--- config.mk ---
export PLATFORM = sky130hd
export DESIGN_NAME = icmpv6_to_icmpv4_header_xlat
export DESIGN_NICKNAME = d
export VERILOG_FILES = /design/src/rtl/core/icmpx_pkg.sv /design/src/rtl/core/icmpx_cfg_regs.sv /design/src/rtl/core/icmpx_map.sv /design/src/rtl/core/icmpv6_to_icmpv4_header_xlat.sv
export SDC_FILE = /design/constraint.sdc
export NUM_CORES = 1
export LEC_CHECK = 0
export BUFFER_PORTS_ARGS = -buffer_cell sky130_fd_sc_hd__buf_2
export CAP_MARGIN = 20
export CORE_ASPECT_RATIO = 2
export CORE_MARGIN = 8
export CORE_UTILIZATION = 35
export DETAILED_ROUTE_END_ITERATION = 16
export PLACE_DENSITY = 0.61
export SETUP_SLACK_MARGIN = 0.4
export SLEW_MARGIN = 20
export SYNTH_ARGS = -nofsm -noshare
export SYNTH_HDL_FRONTEND = slang
export SYNTH_SLANG_ARGS = --single-unit
--- constraint.sdc ---
create_clock -name i_clk -period 7.8 [get_ports i_clk]
set_clock_uncertainty 0.1 [all_clocks]
set_input_delay 0.39 -clock i_clk [delete_from_list [all_inputs] [get_ports i_clk]]
set_output_delay 0.39 -clock i_clk [all_outputs]
set_load 0.05 [all_outputs]
--- src/rtl/core/icmpx_pkg.sv ---
`default_nettype none
// ============================================================================
// ICMPv6 to ICMPv4 header translation package
// Shared message codes, result types and the Parameter Problem pointer map.
// ============================================================================
package icmpx_pkg;

    localparam int unsigned MTU_W     = 32;
    localparam int unsigned CFG_IDX_W = 8;

    localparam logic [CFG_IDX_W-1:0] CFG_IDX_IN_DEV_MTU   = 8'd0;
    localparam logic [CFG_IDX_W-1:0] CFG_IDX_OUT_PATH_MTU = 8'd1;

    localparam logic [MTU_W-1:0] MTU_RESET      = 32'hffff_ffff;
    localparam logic [MTU_W-1:0] IPV6_IPV4_DIFF = 32'd20;

    // ICMPv6 types and codes.
    localparam logic [7:0] V6_DEST_UNREACH  = 8'd1;
    localparam logic [7:0] V6_PKT_TOO_BIG   = 8'd2;
    localparam logic [7:0] V6_TIME_EXCEEDED = 8'd3;
    localparam logic [7:0] V6_PARAM_PROB    = 8'd4;
    localparam logic [7:0] V6_ECHO_REQUEST  = 8'd128;
    localparam logic [7:0] V6_ECHO_REPLY    = 8'd129;

    localparam logic [7:0] V6_DU_NO_ROUTE      = 8'd0;
    localparam logic [7:0] V6_DU_ADMIN_PROHIB  = 8'd1;
    localparam logic [7:0] V6_DU_BEYOND_SCOPE  = 8'd2;
    localparam logic [7:0] V6_DU_ADDR_UNREACH  = 8'd3;
    localparam logic [7:0] V6_DU_PORT_UNREACH  = 8'd4;
    localparam logic [7:0] V6_PP_ERR_HEADER    = 8'd0;
    localparam logic [7:0] V6_PP_UNKNOWN_NEXT  = 8'd1;

    // ICMPv4 types and codes.
    localparam logic [7:0] V4_ECHO_REPLY    = 8'd0;
    localparam logic [7:0] V4_DEST_UNREACH  = 8'd3;
    localparam logic [7:0] V4_ECHO_REQUEST  = 8'd8;
    localparam logic [7:0] V4_TIME_EXCEEDED = 8'd11;
    localparam logic [7:0] V4_PARAM_PROB    = 8'd12;

    localparam logic [7:0] V4_CODE_ZERO         = 8'd0;
    localparam logic [7:0] V4_DU_HOST_UNREACH   = 8'd1;
    localparam logic [7:0] V4_DU_PROTO_UNREACH  = 8'd2;
    localparam logic [7:0] V4_DU_PORT_UNREACH   = 8'd3;
    localparam logic [7:0] V4_DU_FRAG_NEEDED    = 8'd4;
    localparam logic [7:0] V4_DU_HOST_PROHIB    = 8'd10;

    // Inner packet work that follows the header.
    localparam logic [1:0] WORK_NONE        = 2'd0;
    localparam logic [1:0] WORK_WITH_EXT    = 2'd1;
    localparam logic [1:0] WORK_WITHOUT_EXT = 2'd2;

    typedef struct packed {
        logic             dropped;
        logic [7:0]       v4_type;
        logic [7:0]       v4_code;
        logic [MTU_W-1:0] v4_rest_word;
        logic [1:0]       inner_work;
    } t_v4_hdr;

    typedef struct packed {
        logic       hit;
        logic [7:0] value;
    } t_ptr_map;

    // Maps an IPv6 header pointer onto the matching IPv4 header offset, or flags a miss.
    function automatic t_ptr_map map_pointer(input logic [MTU_W-1:0] ptr);
        t_ptr_map res;
        res.hit   = 1'b0;
        res.value = 8'd0;
        if (ptr <= 32'd39) begin
            res.hit = 1'b1;
            case (ptr[5:0])
                6'd0: res.value = 8'd0;
                6'd1: res.value = 8'd1;
                6'd2, 6'd3: res.hit = 1'b0;
                6'd4, 6'd5: res.value = 8'd2;
                6'd6: res.value = 8'd9;
                6'd7: res.value = 8'd8;
                default: begin
                    res.value = (ptr[5:0] >= 6'd24) ? 8'd16 : 8'd12;
                end
            endcase
        end
        return res;
    endfunction

endpackage
`default_nettype wire

--- src/rtl/core/icmpx_cfg_regs.sv ---
`default_nettype none
// ============================================================================
// ICMPx configuration registers
// Holds the device and path MTU and keeps the registered MTU bound that
// Packet Too Big translation compares against.
// ============================================================================
module icmpx_cfg_regs (
    input  wire                                  i_clk,
    input  wire                                  i_rst_n,
    input  wire                                  i_cfg_valid,
    input  wire  [icmpx_pkg::CFG_IDX_W-1:0]      i_cfg_index,
    input  wire  [icmpx_pkg::MTU_W-1:0]          i_cfg_data,
    output logic [icmpx_pkg::MTU_W-1:0]          o_mtu_bound
);
    import icmpx_pkg::*;

    logic [MTU_W-1:0] r_in_dev_mtu;
    logic [MTU_W-1:0] r_out_path_mtu;
    logic [MTU_W-1:0] r_mtu_bound;
    logic [MTU_W-1:0] n_dev_less;
    logic [MTU_W-1:0] n_mtu_bound;

    assign n_dev_less  = r_in_dev_mtu - IPV6_IPV4_DIFF;
    assign n_mtu_bound = (n_dev_less < r_out_path_mtu) ? n_dev_less : r_out_path_mtu;

    always_ff @(posedge i_clk) begin
        if (!i_rst_n) begin
            r_in_dev_mtu   <= MTU_RESET;
            r_out_path_mtu <= MTU_RESET;
            r_mtu_bound    <= MTU_RESET - IPV6_IPV4_DIFF;
        end else begin
            r_mtu_bound <= n_mtu_bound;
            if (i_cfg_valid) begin
                if (i_cfg_index == CFG_IDX_IN_DEV_MTU) begin
                    r_in_dev_mtu <= i_cfg_data;
                end else if (i_cfg_index == CFG_IDX_OUT_PATH_MTU) begin
                    r_out_path_mtu <= i_cfg_data;
                end
            end
        end
    end

    assign o_mtu_bound = r_mtu_bound;

endmodule
`default_nettype wire

--- src/rtl/core/icmpx_map.sv ---
`default_nettype none
// ============================================================================
// ICMPx header mapper
// Maps one registered ICMPv6 header onto its ICMPv4 header or a drop.
// ============================================================================
module icmpx_map (
    input  wire  [7:0]                   i_v6_type,
    input  wire  [7:0]                   i_v6_code,
    input  wire  [icmpx_pkg::MTU_W-1:0]  i_v6_rest_word,
    input  wire  [icmpx_pkg::MTU_W-1:0]  i_mtu_bound,
    output icmpx_pkg::t_v4_hdr           o_hdr
);
    import icmpx_pkg::*;

    logic [MTU_W-1:0] pkt_mtu;
    logic [MTU_W-1:0] min_mtu;
    t_ptr_map         ptr_map;
    t_v4_hdr          hdr;
    logic             drop;

    assign pkt_mtu = i_v6_rest_word - IPV6_IPV4_DIFF;
    assign min_mtu = (pkt_mtu < i_mtu_bound) ? pkt_mtu : i_mtu_bound;
    assign ptr_map = map_pointer(i_v6_rest_word);

    always_comb begin
        hdr  = '0;
        drop = 1'b0;
        case (i_v6_type)
            V6_ECHO_REQUEST, V6_ECHO_REPLY: begin
                hdr.v4_type      = (i_v6_type == V6_ECHO_REQUEST) ? V4_ECHO_REQUEST
                                                                  : V4_ECHO_REPLY;
                hdr.v4_code      = V4_CODE_ZERO;
                hdr.v4_rest_word = i_v6_rest_word;
                hdr.inner_work   = WORK_NONE;
            end
            V6_DEST_UNREACH: begin
                hdr.v4_type    = V4_DEST_UNREACH;
                hdr.inner_work = WORK_WITH_EXT;
                if (i_v6_code inside {V6_DU_NO_ROUTE, V6_DU_BEYOND_SCOPE,
                                      V6_DU_ADDR_UNREACH}) begin
                    hdr.v4_code = V4_DU_HOST_UNREACH;
                end else if (i_v6_code == V6_DU_ADMIN_PROHIB) begin
                    hdr.v4_code = V4_DU_HOST_PROHIB;
                end else if (i_v6_code == V6_DU_PORT_UNREACH) begin
                    hdr.v4_code = V4_DU_PORT_UNREACH;
                end else begin
                    drop = 1'b1;
                end
            end
            V6_TIME_EXCEEDED: begin
                hdr.v4_type    = V4_TIME_EXCEEDED;
                hdr.v4_code    = i_v6_code;
                hdr.inner_work = WORK_WITH_EXT;
            end
            V6_PKT_TOO_BIG: begin
                hdr.v4_type      = V4_DEST_UNREACH;
                hdr.v4_code      = V4_DU_FRAG_NEEDED;
                hdr.v4_rest_word = {16'd0, min_mtu[15:0]};
                hdr.inner_work   = WORK_WITHOUT_EXT;
            end
            V6_PARAM_PROB: begin
                hdr.inner_work = WORK_WITHOUT_EXT;
                if (i_v6_code == V6_PP_ERR_HEADER) begin
                    hdr.v4_type      = V4_PARAM_PROB;
                    hdr.v4_code      = V4_CODE_ZERO;
                    hdr.v4_rest_word = {ptr_map.value, 24'd0};
                    drop             = !ptr_map.hit;
                end else if (i_v6_code == V6_PP_UNKNOWN_NEXT) begin
                    hdr.v4_type = V4_DEST_UNREACH;
                    hdr.v4_code = V4_DU_PROTO_UNREACH;
                end else begin
                    drop = 1'b1;
                end
            end
            default: begin
                drop = 1'b1;
            end
        endcase

        if (drop) begin
            o_hdr         = '0;
            o_hdr.dropped = 1'b1;
        end else begin
            o_hdr         = hdr;
            o_hdr.dropped = 1'b0;
        end
    end

endmodule
`default_nettype wire

--- src/rtl/core/icmpv6_to_icmpv4_header_xlat.sv ---
`default_nettype none
// ============================================================================
// ICMPv6 to ICMPv4 header translator
// Two-stage pipeline: input register, header mapping, result register.
// ============================================================================
// The block accepts one ICMPv6 header per clock while o_in_ready is high and
// returns, in order, one ICMPv4 header or a drop flag per request through the
// input and result registers. The rate is one request per cycle, set by those
// registers, which advance whenever the result register is empty or being
// taken. The Packet Too Big MTU bound, the registered minimum of path MTU
// and device MTU less 20, follows a write through the MTU and bound registers.
module icmpv6_to_icmpv4_header_xlat (
    input  wire                                 i_clk,
    input  wire                                 i_rst_n,
    input  wire                                 i_cfg_valid,
    output logic                                o_cfg_ready,
    input  wire  [icmpx_pkg::CFG_IDX_W-1:0]     i_cfg_index,
    input  wire  [icmpx_pkg::MTU_W-1:0]         i_cfg_data,
    input  wire                                 i_in_valid,
    output logic                                o_in_ready,
    input  wire  [7:0]                          i_v6_type,
    input  wire  [7:0]                          i_v6_code,
    input  wire  [icmpx_pkg::MTU_W-1:0]         i_v6_rest_word,
    output logic                                o_out_valid,
    input  wire                                 i_out_ready,
    output logic                                o_dropped,
    output logic [7:0]                          o_v4_type,
    output logic [7:0]                          o_v4_code,
    output logic [icmpx_pkg::MTU_W-1:0]         o_v4_rest_word,
    output logic [1:0]                          o_inner_work
);
    import icmpx_pkg::*;

    logic             r_s1_valid;
    logic [7:0]       r_s1_type;
    logic [7:0]       r_s1_code;
    logic [MTU_W-1:0] r_s1_rest;
    logic             r_out_valid;
    t_v4_hdr          r_out_hdr;
    t_v4_hdr          n_out_hdr;
    logic [MTU_W-1:0] mtu_bound;
    logic             out_adv;
    logic             in_take;

    icmpx_cfg_regs u_cfg (
        .i_clk       (i_clk),
        .i_rst_n     (i_rst_n),
        .i_cfg_valid (i_cfg_valid),
        .i_cfg_index (i_cfg_index),
        .i_cfg_data  (i_cfg_data),
        .o_mtu_bound (mtu_bound)
    );

    icmpx_map u_map (
        .i_v6_type      (r_s1_type),
        .i_v6_code      (r_s1_code),
        .i_v6_rest_word (r_s1_rest),
        .i_mtu_bound    (mtu_bound),
        .o_hdr          (n_out_hdr)
    );

    assign out_adv     = !r_out_valid || i_out_ready;
    assign o_in_ready  = !r_s1_valid || out_adv;
    assign in_take     = i_in_valid && o_in_ready;
    assign o_cfg_ready = 1'b1;

    always_ff @(posedge i_clk) begin
        if (!i_rst_n) begin
            r_s1_valid  <= 1'b0;
            r_out_valid <= 1'b0;
        end else begin
            if (o_in_ready) begin
                r_s1_valid <= i_in_valid;
            end
            if (out_adv) begin
                r_out_valid <= r_s1_valid;
            end
        end
    end

    always_ff @(posedge i_clk) begin
        if (in_take) begin
            r_s1_type <= i_v6_type;
            r_s1_code <= i_v6_code;
            r_s1_rest <= i_v6_rest_word;
        end
        if (out_adv && r_s1_valid) begin
            r_out_hdr <= n_out_hdr;
        end
    end

    assign o_out_valid    = r_out_valid;
    assign o_dropped      = r_out_hdr.dropped;
    assign o_v4_type      = r_out_hdr.v4_type;
    assign o_v4_code      = r_out_hdr.v4_code;
    assign o_v4_rest_word = r_out_hdr.v4_rest_word;
    assign o_inner_work   = r_out_hdr.inner_work;

    a_drop_zero: assert property (@(posedge i_clk) disable iff (!i_rst_n)
        (o_out_valid && o_dropped) |-> (o_v4_type == V4_ECHO_REPLY &&
            o_v4_code == V4_CODE_ZERO && o_v4_rest_word == '0 &&
            o_inner_work == WORK_NONE))
        else $error("Dropped result carries nonzero fields.");

    a_work_code: assert property (@(posedge i_clk) disable iff (!i_rst_n)
        o_out_valid |-> (o_inner_work == WORK_NONE || o_inner_work == WORK_WITH_EXT ||
            o_inner_work == WORK_WITHOUT_EXT))
        else $error("Inner work code out of range.");

    a_reset_idle: assert property (@(posedge i_clk)
        !i_rst_n |=> (!o_out_valid && o_in_ready))
        else $error("Pipeline not empty after reset.");

    a_fill: assert property (@(posedge i_clk) disable iff (!i_rst_n)
        (r_s1_valid && out_adv) |=> o_out_valid)
        else $error("Pending request lost between stages.");

endmodule
`default_nettype wire
Word level (Yosys, flattened, before mapping) --
Cells that the tools add are included.
Word-level totals: bits in registers 197, bits of input ports 93, output and inout bits 54, logic and storage cells 81
Cells by class: $add $sub $neg 2, order comparisons 4, eq/ne operators 18, multiplexer cells 23, bitwise operators 1, reduce and logical (&&, ||, !) cells 20
Operators by type and width (number):
- 32-bit case mux with 3 select lines | 1
- 16-bit case mux with 5 select lines | 1
- 32-bit less-than comparator | 2
- 32-bit 2-to-1 mux | 2
- 32-bit by 5-bit subtractor with 32-bit output (second input constant) | 2
- 51-bit 2-to-1 mux | 1
- 8-bit case mux with 5 select lines | 1
- 8-bit by 2-bit == test with 1-bit output (second input constant) | 4
- 32-bit by 6-bit <= comparator with 1-bit output (second input constant) | 1
- 16-bit 2-to-1 mux | 2
- 6-bit by 3-bit == test with 1-bit output (second input constant) | 4
- 8-bit by 1-bit == test with 1-bit output (second input constant) | 3
- 8-bit by 3-bit == test with 1-bit output (second input constant) | 2
- 8-bit == test (second input constant) | 2
- 8-bit zero test | 2
- 8-bit 2-to-1 mux | 2
- 6-bit by 2-bit == test with 1-bit output (second input constant) | 2
- 10-bit 2-to-1 mux | 1
- 2-bit OR reduction | 5
- 9-bit 2-to-1 mux | 1
- 6-bit by 1-bit == test with 1-bit output (second input constant) | 1
- 6-bit by 5-bit >= comparator with 1-bit output (second input constant) | 1
- 6-bit zero test | 1
- 1-bit 2-to-1 mux | 6
- other kinds (14) | 18

Logic depth before layout (Yosys ltp) --
depth after elaboration 8, gate-level depth with buffers 19, mapped depth without buffers 17

Cells and area by module --
From an unflattened synthesis, not the netlist that was laid out.
Second synthesis, totals: cells, all modules 1039, area, all modules 10292.4 µm²
By module, submodules not included:
- icmpx_cfg_regs | instances 1, cells an instance 558, area an instance 4787.1 µm², sequential area each 1921.8 µm²
- icmpv6_to_icmpv4_header_xlat | instances 1, cells an instance 110, area an instance 3088.0 µm², sequential area each 3012.9 µm²
- icmpx_map | instances 1, cells an instance 371, area an instance 2417.3 µm², sequential area each 0.0 µm²

Worst setup path before layout --
No wires, ideal clock.
path type reg-to-reg, start reg r_s1_rest[10], end reg r_out_hdr, in the netlist o_v4_rest_word[10] (data pin), library setup time 0.268 ns, data arrival time 4.096 ns, required time 7.432 ns, setup slack 3.336 ns, cell stages (with the launch flop) 17, buffers on the path 2, period minus slack after synthesis 4.464 ns, cells stage by stage edfxtp_1 or4_4 or3_1 nand2b_1 or2_2 buf_2 nand2b_4 nor3_1 xor2_1 ha_1 and4_1 a221oi_1 o211ai_1 a31oi_2 buf_2 mux2i_1 o21ai_0
On the way: cells in the longest elaborated chain, start to end 5, elaborated cells on any way between the ends 9, those cells by class add/sub (1); order compare (2); mux (5); reduce/logical (1)
RTL lines:
- start, declared | RTL line icmpv6_to_icmpv4_header_xlat.sv:37 | logic [MTU_W-1:0] r_s1_rest;
- start signal, assigned | RTL line icmpv6_to_icmpv4_header_xlat.sv:85 | r_s1_rest <= i_v6_rest_word;
- parallel branches: the longest is 5 deep, another holds 32-bit by 5-bit subtractor with 32-bit output
- end signal, assigned | RTL line icmpv6_to_icmpv4_header_xlat.sv:88 | r_out_hdr <= n_out_hdr;
- end, declared | RTL line icmpv6_to_icmpv4_header_xlat.sv:39 | t_v4_hdr r_out_hdr;
Parallel ways; which one is timed is not known. A chain may end at the register's enable or synchronous reset.

Final worst setup path --
start reg u_cfg.r_in_dev_mtu[19], end reg u_cfg.r_mtu_bound[14], in the netlist u_cfg.o_mtu_bound[14]
On the way: cells in the longest elaborated chain, start to end 3
RTL lines:
- start, declared | RTL line icmpx_cfg_regs.sv:17 | logic [MTU_W-1:0] r_in_dev_mtu;
- start signal, assigned | RTL line icmpx_cfg_regs.sv:35 | r_in_dev_mtu <= i_cfg_data;
- 32-bit by 5-bit subtractor with 32-bit output | RTL line icmpx_cfg_regs.sv:23 | assign n_dev_less = r_in_dev_mtu - IPV6_IPV4_DIFF;
- 32-bit less-than comparator | RTL line icmpx_cfg_regs.sv:24 | assign n_mtu_bound = (n_dev_less < r_out_path_mtu) ? n_dev_less : r_out_path_mtu;
- 32-bit 2-to-1 mux | RTL line icmpx_cfg_regs.sv:24
- end signal, assigned | RTL line icmpx_cfg_regs.sv:30 | r_mtu_bound <= MTU_RESET - IPV6_IPV4_DIFF;
- end signal, assigned | RTL line icmpx_cfg_regs.sv:32 | r_mtu_bound <= n_mtu_bound;
- end, declared | RTL line icmpx_cfg_regs.sv:19 | logic [MTU_W-1:0] r_mtu_bound;
Every way passes these cells.

==> reports/results.ini <==
[power]
pwr-share-clk=0.400
internal_power_mw=1.61
irDropWorstVdd_uv=149
power_frac_seq=0.522
leakage_nw=5.42
pwr-share-comb=0.078
powerDensity_nw_per_um2=186
swShare=0.244
p_sw_uw=518

[timing]
fmax_ghz=0.199
rsz0062_at_grt=false
period_minus_slack_ns=5.02
setup_viol=0
slew_violations=0
min_period_over_period=0.644
hold_viol=0
tightestPinTransition_ns=1.02
maxSlewHeadroom=0.321
setup_tns_ns=0

[synth]
netlist_area_um2=9690
yosys_warnings=0
ys_types=56
ys.flop_type=dfxtp_1
synth_seq_cells=192
synthCells=974
synth-edff-count=94
avgSynthCellArea_um2=9.95
ys_seq_area_frac=0.494
async_flop_share=0

[critical_path]
worstSetupPathType=register to register
crit_buf_inv=1
cp.required_ns=7.98
critPathTopFamily=simple AND/OR/NAND/NOR gates
path_cells=or4_4 > or3_4 > or4_4 > nor4_4 > xor2_1 > ha_1 > a21o_1 > a21o_1 > a21oi_1 > o21ai_0 > a221oi_4 > buf_4 > mux2i_1 > nand2_1
crit_path_end_kind=register
critPathLaunchType=register
arrival_ns=5.20
cpMaxStageDelayCell=a221oi_4
critPathMaxStageDelay_ns=0.80
cp_max_fo=24

[routing]
num_vias=7418
drc=0
routed_via_density=5.03
routed_wl_um=25100
wire_per_inst_um=17.0
first_pass_iters=5
drtAntennaViolNets=0
drtIter0Drc=479

[cts]
clk_path_buf_depth=2
cts_buffers=17
cts_tree=done
cts_max_level=4
clkSlewWorstSetupHoldPaths_ns=0.07
post_cts_resize_count=0
cts_root_buffer=clkbuf_16
ctsHoldBuffers=9
clock_latency_ns=0.44
post-cts-setup-buffers=0
clock_sinks=192

[outcome]
status=complete, no violations

[layout]
final_common_cell=nand2_1
syn2layout_area_growth_pct=18.0
mostFrequentLayoutCells=nand2_1, buf_2, dfxtp_1, edfxtp_1, inv_1
final_layout_size_suffix_gt1_frac=0.179
nets=1270
n_fill_cell=2718
fin_area_um2=11400

[global_route]
grt_max_degree=100
grt_pass1_wl_um=40200
grt-ovfl-total=0
grt_pass1_vias=7693
track_usage=0.152
antenna_found_initial=1

[placement]
dp_hpwl_um=19400
gp_congestion=0.855
io_buffers=141
placed_cell_area_um2=10800

[floorplanning]
num_io_pins=147
core_um2=27400
die_x_um=134
die_y_um=251
std_cell_rows=86
start_util=0.353
dieArea_um2=33600

[job]
drv_cap=0

[worst_hold_path]
hp-class=input port to register

-- synth_stat cells, drive strengths merged (8+ instances only) --
library cell	number	area, µm²
o21ai	29	145
clkbuf	30	113
xor2	40	350
inv	73	274
nor3	20	105
o211ai	38	285
edfxtp	94	2820
nor4	19	149
nand3	40	200
nand2b	8	57.6
mux2i	42	420
or4	10	90.1
ha	67	838
buf	15	85.1
xnor2	13	114
nor2	36	135
and2	14	87.6
a21oi	24	120
a21o	17	128
nand2	171	642
dfxtp	98	1960
nand4	13	81.3
-- per-stage QoR --
stage	hold slack, ns	instances	setup WS (ns)	power [mW]	util
4_1_cts	0.000490	1475	2.76	2.15	0.416
5_1_grt	0.00304	1475	2.47	2.21	0.417
2_1_floorplan	0.336	977	3.34	1.23	-
3_3_place_gp	0.354	1434	2.85	1.29	0.392
3_5_place_dp	0.359	1434	2.79	1.30	0.392
6_report	0.0233	1476	2.78	2.13	0.417
-- cell type report --
class                           count  area (µm²)  share of cell area
Multi-Input combinational cell    667        4500               0.393
Clock inverter                     12         108             0.00941
Clock buffer                       20         467              0.0408
Antenna cell                        1        2.50            0.000219
Sequential cell                   192        4780               0.418
Inverter                           73         274              0.0240
Timing Repair Buffer              159         863              0.0755
Tap cell                          352         440              0.0385
-- power groups by stage --
| stage | Combinational, mW | Clock, mW | Sequential (mW) |
|---|---|---|---|
| floorplan | 0.0729 | 0 | 1.16 |
| global placement | 0.161 | 0 | 1.13 |
| detailed placement | 0.164 | 0 | 1.13 |
| CTS | 0.168 | 0.873 | 1.11 |
| global route | 0.181 | 0.912 | 1.11 |
| finish | 0.166 | 0.850 | 1.11 |
-- logic make-up (layout without fill, tap and decap cells) --
family | Yosys count | in the layout | share of synthesized area
XOR/XNOR | 53 | 53 | 0.0479
AO/OA/AOI/OAI | 139 | 139 | 0.0967
multiplexers | 42 | 42 | 0.0434
other | 2 | 6 | 0.000775
buffers and inverters | 118 | 264 | 0.0487
flip-flops | 192 | 192 | 0.494
AND/OR/NAND/NOR | 361 | 361 | 0.183
adder cells (fa/ha/maj) | 67 | 67 | 0.0865
-- flip-flops by register name, indices dropped and copies added, names as in the netlist --
name / cells
u_cfg.o_mtu_bound: 32
o_inner_work: 2
r_s1_code: 8
r_s1_valid: 1
r_s1_rest: 32
u_cfg.r_out_path_mtu: 32
o_v4_rest_word: 32
r_s1_type: 8
o_dropped: 1
o_out_valid: 1
u_cfg.r_in_dev_mtu: 32
o_v4_code: 8
o_v4_type: 3
-- metal layers --
| metal | vias to the layer above | share of wire | global-route usage |
|---|---|---|---|
| li1 | 3699 | - | - |
| met1 | 3504 | 0.36 | 0.146 |
| met2 | 179 | 0.56 | 0.294 |
| met3 | 36 | 0.044 | 0.0336 |
| met4 | 0 | 0.034 | 0.0781 |
| met5 | - | 0 | 0 |
-- worst register-to-register path, stage by stage (launching register included) --
cell,delay [ns]
dfxtp_1,0.36
or4_4,0.56
or3_4,0.35
or4_4,0.53
nor4_4,0.16
xor2_1,0.21
ha_1,0.28
a21o_1,0.18
a21o_1,0.16
a21oi_1,0.17
o21ai_0,0.17
a221oi_4,0.80
buf_4,0.48
mux2i_1,0.27
nand2_1,0.07
-- path summary, 6_finish.rpt --
path	startpoint	endpoint	slack [ns]	cells after the start
max	u_cfg.r_in_dev_mtu[19]	u_cfg.o_mtu_bound[14]	2.78	14
max reg2reg	u_cfg.r_in_dev_mtu[19]	u_cfg.o_mtu_bound[14]	2.78	14
min	i_v6_type[2]	r_s1_type[2]	0.02	1
min reg2reg	u_cfg.r_out_path_mtu[7]	u_cfg.o_mtu_bound[7]	0.37	2
No activity file was read; power rests on OpenSTA's default activity.
